`config.mk`:
```
export PLATFORM = sky130hd
export DESIGN_NAME = aligned_page_order_counter_flat
export DESIGN_NICKNAME = d
export VERILOG_FILES = /design/src/sv/apoc_pkg.sv /design/src/sv/apoc_cfg_if.sv /design/src/sv/apoc_in_if.sv /design/src/sv/apoc_out_if.sv /design/src/sv/aligned_page_order_counter.sv /design/src/sv/apoc_split_unit.sv /design/src/sv/apoc_totals.sv /design/src/flat_wrapper.sv
export VERILOG_INCLUDE_DIRS = /design/src /design/src/sv
export SDC_FILE = /design/constraint.sdc
export NUM_CORES = 2
export LEC_CHECK = 0
export ABC_CLOCK_PERIOD_IN_PS = 16100
export BUFFER_PORTS_ARGS = -buffer_cell sky130_fd_sc_hd__buf_2
export CORE_UTILIZATION = 60
export CTS_CLUSTER_DIAMETER = 50
export DETAILED_ROUTE_END_ITERATION = 7
export GPL_ROUTABILITY_DRIVEN = 0
export PLACE_DENSITY = 0.73
export SLEW_MARGIN = 20
export SYNTH_ARGS = -nofsm -noshare
export SYNTH_HDL_FRONTEND = slang
export SYNTH_SLANG_ARGS = --single-unit
```
`constraint.sdc`:
```
create_clock -name clk -period 16.1 [get_ports clk]
set_clock_uncertainty 0.05 [all_clocks]
set_input_delay 0.805 -clock clk [delete_from_list [all_inputs] [get_ports clk]]
set_output_delay 0.805 -clock clk [all_outputs]
set_load 0.1 [all_outputs]
```
`src/sv/assert_macros.svh`:
```
// ----------------------------------------------------------------------------
// assert_macros.svh
// Shared concurrent assertion macros for the page order counter.
// ----------------------------------------------------------------------------
`ifndef ASSERT_MACROS_SVH
`define ASSERT_MACROS_SVH

// Same-cycle implication, disabled while reset is asserted.
`define ASSERT_IMPLIES(label, clk, rst_n, ante, cons, msg) \
  label: assert property (@(posedge clk) disable iff (!rst_n) (ante) |-> (cons)) \
    else $error(msg);

// Next-cycle implication, disabled while reset is asserted.
`define ASSERT_NEXT(label, clk, rst_n, ante, cons, msg) \
  label: assert property (@(posedge clk) disable iff (!rst_n) (ante) |=> (cons)) \
    else $error(msg);

`endif

```
`src/sv/apoc_pkg.sv`:
```
// ----------------------------------------------------------------------------
// apoc_pkg
// Types and fixed constants of the aligned page order counter.
// ----------------------------------------------------------------------------
package apoc_pkg;

  localparam int ORDER_FIELD_W = 5;
  localparam int PAGES_W       = 37;
  localparam int TOTAL_W       = 48;
  localparam int CFG_IDX_W     = 2;
  localparam int CFG_DATA_W    = 5;

  localparam logic [CFG_IDX_W-1:0] REG_TOP_ORDER     = 2'd0;
  localparam logic [CFG_IDX_W-1:0] REG_MATCH_VIRTUAL = 2'd1;

  localparam logic [ORDER_FIELD_W-1:0] TOP_ORDER_RESET = 5'd30;
  localparam logic [TOTAL_W-1:0]       TOTAL_MAX       = '1;

  // Control from the sequencer to the shared split unit.
  typedef struct packed {
    logic load;      // capture the alignment phase of the current piece
    logic match_en;  // physical and virtual offsets must agree
  } apoc_unit_ctrl_t;

endpackage

```
`src/sv/apoc_cfg_if.sv`:
```
// ----------------------------------------------------------------------------
// apoc_cfg_if
// Configuration write channel: register index and write data.
// ----------------------------------------------------------------------------
interface apoc_cfg_if import apoc_pkg::*; ();
  logic                  valid;
  logic                  ready;
  logic [CFG_IDX_W-1:0]  index;
  logic [CFG_DATA_W-1:0] data;

  modport source (output valid, output index, output data, input ready);
  modport sink   (input valid, input index, input data, output ready);
endinterface

```
`src/sv/apoc_in_if.sv`:
```
// ----------------------------------------------------------------------------
// apoc_in_if
// Region channel: start, end and virtual start of one address region.
// ----------------------------------------------------------------------------
interface apoc_in_if #(parameter int ADDR_BITS = 48) ();
  logic                 valid;
  logic                 ready;
  logic [ADDR_BITS-1:0] region_start;
  logic [ADDR_BITS-1:0] region_end;
  logic [ADDR_BITS-1:0] virtual_start;

  modport source (output valid, output region_start, output region_end,
                  output virtual_start, input ready);
  modport sink   (input valid, input region_start, input region_end,
                  input virtual_start, output ready);
endinterface

```
`src/sv/apoc_out_if.sv`:
```
// ----------------------------------------------------------------------------
// apoc_out_if
// Result channel: per-order page count and running total.
// ----------------------------------------------------------------------------
interface apoc_out_if import apoc_pkg::*; ();
  logic                     valid;
  logic                     ready;
  logic [ORDER_FIELD_W-1:0] page_order;
  logic [PAGES_W-1:0]       region_pages;
  logic [TOTAL_W-1:0]       order_total;
  logic                     last;

  modport source (output valid, output page_order, output region_pages,
                  output order_total, output last, input ready);
  modport sink   (input valid, input page_order, input region_pages,
                  input order_total, input last, output ready);
endinterface

```
`src/sv/aligned_page_order_counter.sv`:
```
// ----------------------------------------------------------------------------
// aligned_page_order_counter
// Splits address regions into naturally aligned power-of-two pages and keeps
// a saturating page count per order.
//
// Channels: in_if carries one region per transaction (start, exclusive end,
// virtual start). out_if returns NUM_ORDERS transactions per region, from the
// highest order down; last marks the lowest order. cfg_if writes top_order
// (index 0) and match_virtual (index 1) and is always ready; write it only
// while the block is idle.
// One region at a time. An order above top_order goes straight to its result;
// while the region is still one piece, an order runs that piece through the
// split unit, and once it has split into a lower and an upper piece, both
// pieces pass through the single two-phase split unit in turn. The first
// order tried is never split. in_if.ready is low until the last result of
// the region is written.
// Reset: totals clear to zero, top_order returns to 30, match_virtual to 0.
// Stall: results leave through a one-entry output register; while it is full
// and out_if.ready is low the sequencer holds before writing the next total.
// ----------------------------------------------------------------------------
`include "assert_macros.svh"

module aligned_page_order_counter import apoc_pkg::*; #(
  parameter int ADDR_BITS    = 48,
  parameter int LOWEST_ORDER = 12,
  parameter int NUM_ORDERS   = 19
) (
  input  logic    clk,
  input  logic    rst_n,
  apoc_cfg_if.sink    cfg_if,
  apoc_in_if.sink     in_if,
  apoc_out_if.source  out_if
);

  localparam int MAX_ORD  = LOWEST_ORDER + NUM_ORDERS - 1;
  localparam int ORD_W    = (MAX_ORD > 1) ? $clog2(MAX_ORD + 1) : 1;
  localparam int IDX_W    = (NUM_ORDERS > 1) ? $clog2(NUM_ORDERS) : 1;
  localparam int CMP_W    = (ORD_W > ORDER_FIELD_W) ? ORD_W : ORDER_FIELD_W;

  localparam logic [IDX_W-1:0] IDX_TOP = IDX_W'(NUM_ORDERS - 1);
  localparam logic [ORD_W-1:0] ORD_MAX = ORD_W'(MAX_ORD);

  localparam logic [2:0] ST_IDLE = 3'd0;
  localparam logic [2:0] ST_L_A  = 3'd1;
  localparam logic [2:0] ST_L_B  = 3'd2;
  localparam logic [2:0] ST_H_A  = 3'd3;
  localparam logic [2:0] ST_H_B  = 3'd4;
  localparam logic [2:0] ST_EMIT = 3'd5;

  logic [2:0]               state_r, state_nxt;
  logic [IDX_W-1:0]         idx_r, idx_nxt;
  logic                     split_r, split_nxt;
  logic [PAGES_W-1:0]       cnt_r, cnt_nxt;
  logic [ORDER_FIELD_W-1:0] top_r;
  logic                     match_r;

  // Lower piece (end aligned once split) and upper piece (start aligned).
  logic [ADDR_BITS-1:0] s_l_r, e_l_r, v_l_r;
  logic [ADDR_BITS-1:0] s_h_r, e_h_r, v_h_r;

  logic                     out_valid_r;
  logic [ORDER_FIELD_W-1:0] out_order_r;
  logic [PAGES_W-1:0]       out_pages_r;
  logic [TOTAL_W-1:0]       out_total_r;
  logic                     out_last_r;

  logic [ORD_W-1:0]     k_cur;
  logic [ORD_W-1:0]     k_dn;
  logic                 act_top;
  logic                 act_dn;
  logic                 use_h;
  logic                 in_fire;
  logic                 emit_fire;
  apoc_unit_ctrl_t      u_ctrl;
  logic                 u_place;
  logic [PAGES_W-1:0]   u_count;
  logic [ADDR_BITS-1:0] u_lo_end, u_hi_start, u_hi_virt;
  logic [TOTAL_W-1:0]   total_new;

  always_comb begin
    k_cur   = ORD_W'(LOWEST_ORDER) + ORD_W'(idx_r);
    k_dn    = k_cur - ORD_W'(1);
    act_top = CMP_W'(ORD_MAX) <= CMP_W'(top_r);
    act_dn  = CMP_W'(k_dn) <= CMP_W'(top_r);
  end

  assign use_h           = (state_r == ST_H_A) || (state_r == ST_H_B);
  assign u_ctrl.load     = (state_r == ST_L_A) || (state_r == ST_H_A);
  assign u_ctrl.match_en = match_r;

  assign in_if.ready = (state_r == ST_IDLE);
  assign in_fire     = in_if.valid && in_if.ready;
  assign emit_fire   = (state_r == ST_EMIT) && (!out_valid_r || out_if.ready);

  apoc_split_unit #(
    .ADDR_BITS (ADDR_BITS),
    .ORD_W     (ORD_W)
  ) u_split (
    .clk         (clk),
    .ctrl        (u_ctrl),
    .piece_start (use_h ? s_h_r : s_l_r),
    .piece_end   (use_h ? e_h_r : e_l_r),
    .piece_virt  (use_h ? v_h_r : v_l_r),
    .order       (k_cur),
    .place       (u_place),
    .count       (u_count),
    .lo_end      (u_lo_end),
    .hi_start    (u_hi_start),
    .hi_virt     (u_hi_virt)
  );

  apoc_totals #(
    .NUM_ORDERS (NUM_ORDERS),
    .IDX_W      (IDX_W)
  ) u_totals (
    .clk       (clk),
    .rst_n     (rst_n),
    .idx       (idx_r),
    .pages     (cnt_r),
    .wr_en     (emit_fire),
    .total_new (total_new)
  );

  // Sequencer: per order, lower piece, then upper piece once split, then the result.
  always_comb begin
    state_nxt = state_r;
    idx_nxt   = idx_r;
    split_nxt = split_r;
    cnt_nxt   = cnt_r;
    unique case (state_r)
      ST_IDLE: begin
        if (in_fire) begin
          idx_nxt   = IDX_TOP;
          split_nxt = 1'b0;
          cnt_nxt   = '0;
          state_nxt = act_top ? ST_L_A : ST_EMIT;
        end
      end
      ST_L_A: state_nxt = ST_L_B;
      ST_L_B: begin
        if (u_place) begin
          cnt_nxt   = cnt_r + u_count;
          split_nxt = 1'b1;
        end
        // A piece split off at this order cannot hold a page of this order.
        state_nxt = split_r ? ST_H_A : ST_EMIT;
      end
      ST_H_A: state_nxt = ST_H_B;
      ST_H_B: begin
        if (u_place) begin
          cnt_nxt = cnt_r + u_count;
        end
        state_nxt = ST_EMIT;
      end
      ST_EMIT: begin
        if (emit_fire) begin
          cnt_nxt = '0;
          if (idx_r == '0) begin
            state_nxt = ST_IDLE;
          end else begin
            idx_nxt   = idx_r - IDX_W'(1);
            state_nxt = act_dn ? ST_L_A : ST_EMIT;
          end
        end
      end
      default: state_nxt = ST_IDLE;
    endcase
  end

  always_ff @(posedge clk) begin
    if (!rst_n) begin
      state_r     <= ST_IDLE;
      idx_r       <= '0;
      split_r     <= 1'b0;
      cnt_r       <= '0;
      top_r       <= TOP_ORDER_RESET;
      match_r     <= 1'b0;
      out_valid_r <= 1'b0;
    end else begin
      state_r <= state_nxt;
      idx_r   <= idx_nxt;
      split_r <= split_nxt;
      cnt_r   <= cnt_nxt;
      if (cfg_if.valid) begin
        unique case (cfg_if.index)
          REG_TOP_ORDER:     top_r   <= cfg_if.data[ORDER_FIELD_W-1:0];
          REG_MATCH_VIRTUAL: match_r <= cfg_if.data[0];
          default: ;
        endcase
      end
      if (emit_fire) begin
        out_valid_r <= 1'b1;
      end else if (out_if.ready) begin
        out_valid_r <= 1'b0;
      end
    end
  end

  // Piece and result payload registers.
  always_ff @(posedge clk) begin
    if (in_fire) begin
      s_l_r <= in_if.region_start;
      e_l_r <= in_if.region_end;
      v_l_r <= in_if.virtual_start;
      s_h_r <= '0;
      e_h_r <= '0;
      v_h_r <= '0;
    end else if ((state_r == ST_L_B) && u_place) begin
      e_l_r <= u_lo_end;
      if (!split_r) begin
        s_h_r <= u_hi_start;
        e_h_r <= e_l_r;
        v_h_r <= u_hi_virt;
      end
    end else if ((state_r == ST_H_B) && u_place) begin
      s_h_r <= u_hi_start;
      v_h_r <= u_hi_virt;
    end
    if (emit_fire) begin
      out_order_r <= ORDER_FIELD_W'(k_cur);
      out_pages_r <= cnt_r;
      out_total_r <= total_new;
      out_last_r  <= (idx_r == '0);
    end
  end

  assign cfg_if.ready        = 1'b1;
  assign out_if.valid        = out_valid_r;
  assign out_if.page_order   = out_order_r;
  assign out_if.region_pages = out_pages_r;
  assign out_if.order_total  = out_total_r;
  assign out_if.last         = out_last_r;

  `ASSERT_NEXT(a_busy_after_accept, clk, rst_n, in_if.valid && in_if.ready,
    !in_if.ready, "region accepted while a region is still in progress")
  `ASSERT_IMPLIES(a_last_is_lowest, clk, rst_n, out_if.valid && out_if.last,
    out_if.page_order == ORDER_FIELD_W'(LOWEST_ORDER), "last result not at lowest order")
  `ASSERT_IMPLIES(a_total_covers_pages, clk, rst_n, out_if.valid,
    TOTAL_W'(out_if.region_pages) <= out_if.order_total, "total below region page count")

endmodule

```
`src/sv/apoc_split_unit.sv`:
```
// ----------------------------------------------------------------------------
// apoc_split_unit
// Shared two-phase unit that places aligned pages of one order in one piece.
// Phase one aligns the piece bounds and checks the virtual offset; phase two
// counts the pages and moves the virtual start to the upper leftover piece.
// ----------------------------------------------------------------------------
module apoc_split_unit import apoc_pkg::*; #(
  parameter int ADDR_BITS = 48,
  parameter int ORD_W     = 5
) (
  input  logic                 clk,
  input  apoc_unit_ctrl_t      ctrl,
  input  logic [ADDR_BITS-1:0] piece_start,
  input  logic [ADDR_BITS-1:0] piece_end,
  input  logic [ADDR_BITS-1:0] piece_virt,
  input  logic [ORD_W-1:0]     order,
  output logic                 place,
  output logic [PAGES_W-1:0]   count,
  output logic [ADDR_BITS-1:0] lo_end,
  output logic [ADDR_BITS-1:0] hi_start,
  output logic [ADDR_BITS-1:0] hi_virt
);

  localparam int CW = (ADDR_BITS > PAGES_W) ? ADDR_BITS : PAGES_W;

  logic [ADDR_BITS-1:0] mask;
  logic [ADDR_BITS:0]   up;
  logic [ADDR_BITS:0]   lo_a;
  logic [ADDR_BITS-1:0] hi_a;
  logic [ADDR_BITS-1:0] off_a;
  logic                 match_ok;
  logic                 place_a;

  logic [ADDR_BITS-1:0] lo_r;
  logic [ADDR_BITS-1:0] hi_r;
  logic [ADDR_BITS-1:0] off_r;
  logic                 place_r;

  logic [ADDR_BITS-1:0] diff;
  logic [CW-1:0]        diff_w;

  // Alignment phase. The start rounds up, so the sum carries one extra bit.
  always_comb begin
    mask     = ~({ADDR_BITS{1'b1}} << order);
    up       = {1'b0, piece_start} + {1'b0, mask};
    lo_a     = up & ~{1'b0, mask};
    hi_a     = piece_end & ~mask;
    off_a    = piece_virt - piece_start;
    match_ok = !ctrl.match_en || (((piece_start ^ piece_virt) & mask) == '0);
    place_a  = match_ok && (lo_a < {1'b0, hi_a});
  end

  always_ff @(posedge clk) begin
    if (ctrl.load) begin
      lo_r    <= lo_a[ADDR_BITS-1:0];
      hi_r    <= hi_a;
      off_r   <= off_a;
      place_r <= place_a;
    end
  end

  // Count phase. When pages are placed the aligned start lies below the
  // aligned end, so the dropped carry bit is zero.
  always_comb begin
    diff   = hi_r - lo_r;
    diff_w = CW'(diff) >> order;
  end

  assign place    = place_r;
  assign count    = diff_w[PAGES_W-1:0];
  assign lo_end   = lo_r;
  assign hi_start = hi_r;
  assign hi_virt  = hi_r + off_r;

endmodule

```
`src/sv/apoc_totals.sv`:
```
// ----------------------------------------------------------------------------
// apoc_totals
// Running page totals, one per order, with a saturating update.
// ----------------------------------------------------------------------------
module apoc_totals import apoc_pkg::*; #(
  parameter int NUM_ORDERS = 19,
  parameter int IDX_W      = 5
) (
  input  logic               clk,
  input  logic               rst_n,
  input  logic [IDX_W-1:0]   idx,
  input  logic [PAGES_W-1:0] pages,
  input  logic               wr_en,
  output logic [TOTAL_W-1:0] total_new
);

  logic [TOTAL_W-1:0] total_r [NUM_ORDERS];
  logic [TOTAL_W:0]   sum;

  always_comb begin
    sum       = {1'b0, total_r[idx]} + (TOTAL_W+1)'(pages);
    total_new = sum[TOTAL_W] ? TOTAL_MAX : sum[TOTAL_W-1:0];
  end

  always_ff @(posedge clk) begin
    if (!rst_n) begin
      for (int i = 0; i < NUM_ORDERS; i++) begin
        total_r[i] <= '0;
      end
    end else if (wr_en) begin
      total_r[idx] <= total_new;
    end
  end

endmodule
```
`src/flat_wrapper.sv`:
```
// flat-port wrapper written by rule: the top's interface ports become plain ports
module aligned_page_order_counter_flat import apoc_pkg::*;
#(
  parameter int ADDR_BITS    = 48,
  parameter int LOWEST_ORDER = 12,
  parameter int NUM_ORDERS   = 19
)
  (clk, rst_n, cfg_if_valid, cfg_if_index, cfg_if_data, cfg_if_ready, in_if_valid, in_if_region_start, in_if_region_end, in_if_virtual_start, in_if_ready, out_if_valid, out_if_page_order, out_if_region_pages, out_if_order_total, out_if_last, out_if_ready);
  apoc_cfg_if cfg_if_i ();
  apoc_in_if #(.ADDR_BITS(ADDR_BITS)) in_if_i ();
  apoc_out_if out_if_i ();
  input  logic clk;
  input  logic rst_n;
  input wire logic [$bits(cfg_if_i.valid)-1:0] cfg_if_valid;
  input wire logic [$bits(cfg_if_i.index)-1:0] cfg_if_index;
  input wire logic [$bits(cfg_if_i.data)-1:0] cfg_if_data;
  output wire logic [$bits(cfg_if_i.ready)-1:0] cfg_if_ready;
  input wire logic [$bits(in_if_i.valid)-1:0] in_if_valid;
  input wire logic [$bits(in_if_i.region_start)-1:0] in_if_region_start;
  input wire logic [$bits(in_if_i.region_end)-1:0] in_if_region_end;
  input wire logic [$bits(in_if_i.virtual_start)-1:0] in_if_virtual_start;
  output wire logic [$bits(in_if_i.ready)-1:0] in_if_ready;
  output wire logic [$bits(out_if_i.valid)-1:0] out_if_valid;
  output wire logic [$bits(out_if_i.page_order)-1:0] out_if_page_order;
  output wire logic [$bits(out_if_i.region_pages)-1:0] out_if_region_pages;
  output wire logic [$bits(out_if_i.order_total)-1:0] out_if_order_total;
  output wire logic [$bits(out_if_i.last)-1:0] out_if_last;
  input wire logic [$bits(out_if_i.ready)-1:0] out_if_ready;
  assign cfg_if_i.valid = cfg_if_valid;
  assign cfg_if_i.index = cfg_if_index;
  assign cfg_if_i.data = cfg_if_data;
  assign cfg_if_ready = cfg_if_i.ready;
  assign in_if_i.valid = in_if_valid;
  assign in_if_i.region_start = in_if_region_start;
  assign in_if_i.region_end = in_if_region_end;
  assign in_if_i.virtual_start = in_if_virtual_start;
  assign in_if_ready = in_if_i.ready;
  assign out_if_valid = out_if_i.valid;
  assign out_if_page_order = out_if_i.page_order;
  assign out_if_region_pages = out_if_i.region_pages;
  assign out_if_order_total = out_if_i.order_total;
  assign out_if_last = out_if_i.last;
  assign out_if_i.ready = out_if_ready;
  aligned_page_order_counter #(.ADDR_BITS(ADDR_BITS), .LOWEST_ORDER(LOWEST_ORDER), .NUM_ORDERS(NUM_ORDERS)) u_core (.clk(clk), .rst_n(rst_n), .cfg_if(cfg_if_i), .in_if(in_if_i), .out_if(out_if_i));
endmodule
```
==> reports/summary.log <==
qor: layout.finalNetCount 7,911
qor: worst_setup_path.path_max_fanout 93
qor: outcome.result_of_the_run finished, final reports clean
qor: power_and_ir_drop.peakVddDrop 132.2 uV
qor: yosys.syn_inst 7,348
qor: routing.dr_total_vias 65,140
qor: place.port_buffers 231
qor: worst_setup_path.r2r_setup_slack 6.05 ns
qor: routing.finalWirelength 285,200 um
qor: floorplanning.dieHeight 406.1 um
qor: clocking.htree_levels 4
qor: worst_setup_path.setup.worst_path.start_class flop
qor: worst_setup_path.worst_ep_arrival_time 10.49 ns
qor: clocking.cts_sinks 2,067
qor: clocking.cts_made_buffers 216
qor: clocking.hold_buffers 0
qor: timing.timing.final.max_slew_violations 0
qor: layout.final_instance_area 108,300 um2
qor: power_and_ir_drop.switchingPower 4.583 mW
qor: timing.setup_slack 6.048 ns
qor: clocking.worst_skew_pair.late_latency 0.88 ns
qor: routing.avgViaCountPerCell 6.626
qor: layout.final_layout_size_suffix_gt1_frac 0.1848
qor: timing.final.period_utilization 0.6243
qor: worst_setup_path.worstSetupEndpointType flop
qor: global_routing.grt_first_pass_wirelength 412,500 um
qor: global_routing.via_count_of_the_first_global_routing_pass 63,020
qor: worst_hold_path.hold_path_class in2reg
qor: yosys.synth.distinct_cells 97
qor: timing.setup_tns 0 ns
qor: routing.drc_errors 0
qor: clocking.post-cts-setup-buffers 0
qor: global_routing.grt.overflow.total 0
qor: timing.period_needed 10.05 ns
qor: clocking.post_cts.resized_instances 0
qor: yosys.syn_area 97,980 um2
qor: floorplanning.cell_rows 147
qor: power_and_ir_drop.leakage 37.96 nW
qor: place.dp_slack 6.261 ns
qor: floorplanning.die-width 406.1 um
qor: timing.fmax 99.48 MHz
qor: power_and_ir_drop.switching_share 0.3078
qor: yosys.yosysWarnings 0
qor: power_and_ir_drop.internal_power_summed_over_all_cells 10.31 mW
qor: yosys.synth_edf_count 1,834
qor: yosys.synth.mux.area_fraction 0.1378
qor: global_routing.maximum_number_of_pins_on_one_net_before_global_route_repair 176
qor: routing.post_drt_wl_per_cell 29.01 um
qor: yosys.yosys.area_share.simple 0.09702
qor: yosys.synthesis.area_per_instance 13.33 um2
qor: clocking.cts.path.max_buffers 3
qor: timing.finalSetupViolations 0
qor: clocking.tritoncts built
qor: floorplanning.placeableCoreArea 161,300 um2
qor: timing.worstMarginPinSlew 1.214 ns
qor: power_and_ir_drop.share_of_total_power_in_the_clock_network 0.336
qor: yosys.ys_seq_elements 2,067
qor: power_and_ir_drop.pwr_density_cell 137.4 nW/um2
qor: routing.detailedRoute.firstIterationViolations 8,855
qor: clocking.clkTransAtPathRegs 0.06 ns
qor: yosys.postSynthNetCount 7,782
qor: timing.finalHoldWorstSlack 0.06735 ns
qor: global_routing.grt_usage 0.3457
qor: yosys.synth_sequential_area_ratio 0.6097
qor: yosys.synth_fa_ha_area_frac 0.03596
qor: floorplanning.die_area 164,900 um2
qor: yosys.synth-compound-area-share 0.07030
qor: yosys.ys_dominant_reg_cell sky130_fd_sc_hd__edfxtp_1
qor: routing.antenna_violating_nets_post_route 0
qor: timing.timing.max_slew.rel_slack 0.1905
qor: place.hpwlAfterDp 173,300 um
qor: global_routing.initial_antenna_violation_count 10
qor: yosys.synth_xor_area_frac 0.01815
qor: power_and_ir_drop.comb_power_share 0.244
qor: yosys.synth_async_sr_flop_share 0
qor: run.cap_viol_max_count 0
qor: timing.final_hold_viol_count 0
qor: place.placed_cell_area 101,200 um2
qor: floorplanning.floorplan.initialDensity 0.6074
qor: yosys.synth_top_family_by_area multiplexers
qor: routing.drt_pre_antenna_iters 6
qor: clocking.clock_tree.root_cell sky130_fd_sc_hd__clkbuf_16
qor: worst_setup_path.critPathKind reg2reg
qor: timing.rsz0062_at_grt no
qor: layout.area_growth 10.56%
qor: worst_setup_path.worst_ep_required_time 16.54 ns
qor: power_and_ir_drop.seqPwrFrac 0.420
qor: floorplanning.ioPinCount 250
-- per-layer routing --
layer / track usage / up-vias / part of all wire
met3: 0.08091 / 827 / 0.12
met2: 0.5332 / 4359 / 0.46
met4: 0.1658 / 14 / 0.053
li1: - / 27550 / -
met1: 0.4660 / 32390 / 0.37
met5: 0 / - / 0.00030
-- cell families after synthesis --
kind of cell             after synthesis
AO/OA/AOI/OAI                       1103
XOR/XNOR                             203
adder cells (fa/ha/maj)              278
buffers and inverters                744
flip-flops                          2067
multiplexers                         725
other                                  1
AND/OR/NAND/NOR                     2227
-- final timing paths --
check | from | endpoint | cells past startpoint
setup / recovery | flop | u_core.u_totals.total_r[31][30] | 21
hold / removal | in_if_region_start[34] | u_core.s_l_r[34] | 1
setup reg to reg | flop | u_core.u_totals.total_r[31][30] | 21
hold reg to reg | u_core.s_h_r[27] | u_core.s_h_r[27] | 2
-- synth_stat cells, drive strengths merged, types with 7 or more instances --
| cell | n | area, um2 |
|---|---|---|
| o21bai | 36 | 281.5 |
| or3 | 16 | 100.1 |
| or2 | 46 | 290.3 |
| a21o | 108 | 810.8 |
| mux2 | 71 | 803.3 |
| nand2b | 48 | 307.8 |
| nand2 | 676 | 2619 |
| xor2 | 80 | 700.7 |
| and2 | 15 | 96.34 |
| o22ai | 8 | 50.05 |
| dfxtp | 233 | 4664 |
| nand3 | 116 | 585.6 |
| a22oi | 31 | 237.7 |
| o21a | 36 | 270.3 |
| and3 | 21 | 131.4 |
| mux2i | 163 | 1644 |
| o31ai | 16 | 120.1 |
| a221oi | 10 | 87.58 |
| nor2 | 1077 | 4080 |
| xnor2 | 123 | 1077 |
| nand4 | 32 | 200.2 |
| a21oi | 354 | 1783 |
| a21boi | 19 | 142.6 |
| a31o | 7 | 61.31 |
| clkbuf | 306 | 1150 |
| edfxtp | 1834 | 55070 |
| o31a | 10 | 87.58 |
| a211o | 16 | 140.1 |
| mux4 | 491 | 11060 |
| buf | 134 | 749.5 |
| inv | 301 | 1130 |
| nor4 | 9 | 56.30 |
| o211ai | 28 | 210.2 |
| a31oi | 30 | 202.7 |
| a211oi | 39 | 302.8 |
| nor3 | 63 | 315.3 |
| o21ai | 293 | 1515 |
| ha | 272 | 3403 |
| nor2b | 84 | 533.0 |
-- placed cells by master, fill, tap and decap left out, types with 19 or more instances in the layout --
cell type	synthesis	final
sky130_fd_sc_hd__nand2_1	653	622
sky130_fd_sc_hd__nor2b_1	83	83
sky130_fd_sc_hd__mux4_2	491	491
sky130_fd_sc_hd__buf_2	35	230
sky130_fd_sc_hd__o21a_1	36	35
sky130_fd_sc_hd__nand2_2	20	49
sky130_fd_sc_hd__xor2_1	80	80
sky130_fd_sc_hd__mux2i_1	162	161
sky130_fd_sc_hd__mux2_2	70	69
sky130_fd_sc_hd__nand4_1	32	32
sky130_fd_sc_hd__and3_1	21	21
sky130_fd_sc_hd__o21ai_0	278	278
sky130_fd_sc_hd__o21bai_1	35	35
sky130_fd_sc_hd__clkinv_1	3	28
sky130_fd_sc_hd__dfxtp_1	233	226
sky130_fd_sc_hd__a31oi_1	29	29
sky130_fd_sc_hd__a21o_1	108	108
sky130_fd_sc_hd__a211oi_1	37	37
sky130_fd_sc_hd__xnor2_1	123	123
sky130_fd_sc_hd__edfxtp_1	1834	1834
sky130_fd_sc_hd__a22oi_1	30	30
sky130_fd_sc_hd__clkbuf_16	0	219
sky130_fd_sc_hd__nor3_1	63	58
sky130_fd_sc_hd__a21boi_0	19	19
sky130_fd_sc_hd__buf_4	28	117
sky130_fd_sc_hd__nand3_1	115	109
sky130_fd_sc_hd__nor2_1	1066	1056
sky130_fd_sc_hd__or2_2	38	38
sky130_fd_sc_hd__a21oi_1	351	351
sky130_fd_sc_hd__ha_1	272	271
sky130_fd_sc_hd__nand2b_1	47	47
sky130_fd_sc_hd__clkinv_2	0	31
sky130_fd_sc_hd__inv_1	295	292
sky130_fd_sc_hd__o211ai_1	28	28
sky130_fd_sc_hd__clkbuf_1	305	61
-- critical path, cell delays in order (launching register included) --
cell and delay (ns):
sky130_fd_sc_hd__dfxtp_4 0.97, sky130_fd_sc_hd__buf_12 0.52, sky130_fd_sc_hd__buf_12 0.67, sky130_fd_sc_hd__mux4_2 0.62
sky130_fd_sc_hd__mux4_2 0.48, sky130_fd_sc_hd__mux2i_1 0.55, sky130_fd_sc_hd__fa_1 0.32, sky130_fd_sc_hd__nand2b_1 0.17
sky130_fd_sc_hd__a31oi_1 0.14, sky130_fd_sc_hd__o21ai_0 0.43, sky130_fd_sc_hd__a21oi_1 0.28, sky130_fd_sc_hd__o211ai_1 0.54
sky130_fd_sc_hd__a211oi_1 0.25, sky130_fd_sc_hd__o21ai_0 0.75, sky130_fd_sc_hd__a31oi_1 0.19, sky130_fd_sc_hd__buf_4 0.24
sky130_fd_sc_hd__and2_4 0.22, sky130_fd_sc_hd__buf_4 0.37, sky130_fd_sc_hd__nor2_2 0.51, sky130_fd_sc_hd__inv_1 0.24
sky130_fd_sc_hd__nand2_1 0.56, sky130_fd_sc_hd__inv_1 0.37
-- registers in the layout, indices dropped and copies added (netlist names), 3 cells and up, named ones only --
signal                      count
u_core.u_totals.total_r      1536
u_core.e_h_r                   48
u_core.e_l_r                   48
u_core.out_if.order_total      48
u_core.s_h_r                   48
u_core.s_l_r                   48
u_core.u_split.hi_start        48
u_core.u_split.lo_end          48
u_core.cnt_r                   37
u_core.out_if.region_pages     37
u_core.u_split.off_r           31
u_core.v_h_r                   31
u_core.v_l_r                   31
u_core.idx_r                    5
u_core.out_if.page_order        5
u_core.top_r                    5
u_core.state_r                  3
-- stage by stage --
step,std cells,utilization,power (mW)
2_1_floorplan,7348,-,8.898
3_3_place_gp,9419,0.6274,9.825
3_5_place_dp,9419,0.6274,9.890
4_1_cts,9828,0.6716,14.83
5_1_grt,9828,0.6716,15.39
6_report,9831,0.6716,14.89
-- area by class of cell --
cell class | instances | area, um2
inverter | 304 | 1154
clock inverter | 114 | 1212
multi-input combinational | 4537 | 35470
tap | 2160 | 2703
sequential | 2067 | 59760
fill | 11260 | 52970
clock buffer | 295 | 5916
antenna | 3 | 7.507
timing repair buffer | 351 | 2110
-- power by group through the flow --
stage                     Clock (mW)  Sequential (mW)  Combinational [mW]
after floorplan                    0             6.29                2.60
after global placement             0             6.35                3.47
after detailed placement           0             6.36                3.53
after CTS                       5.01             6.25                3.56
after global routing            5.22             6.27                3.90
final                           5.00             6.26                3.64
Note: power is estimated with default switching activity, not from simulation.
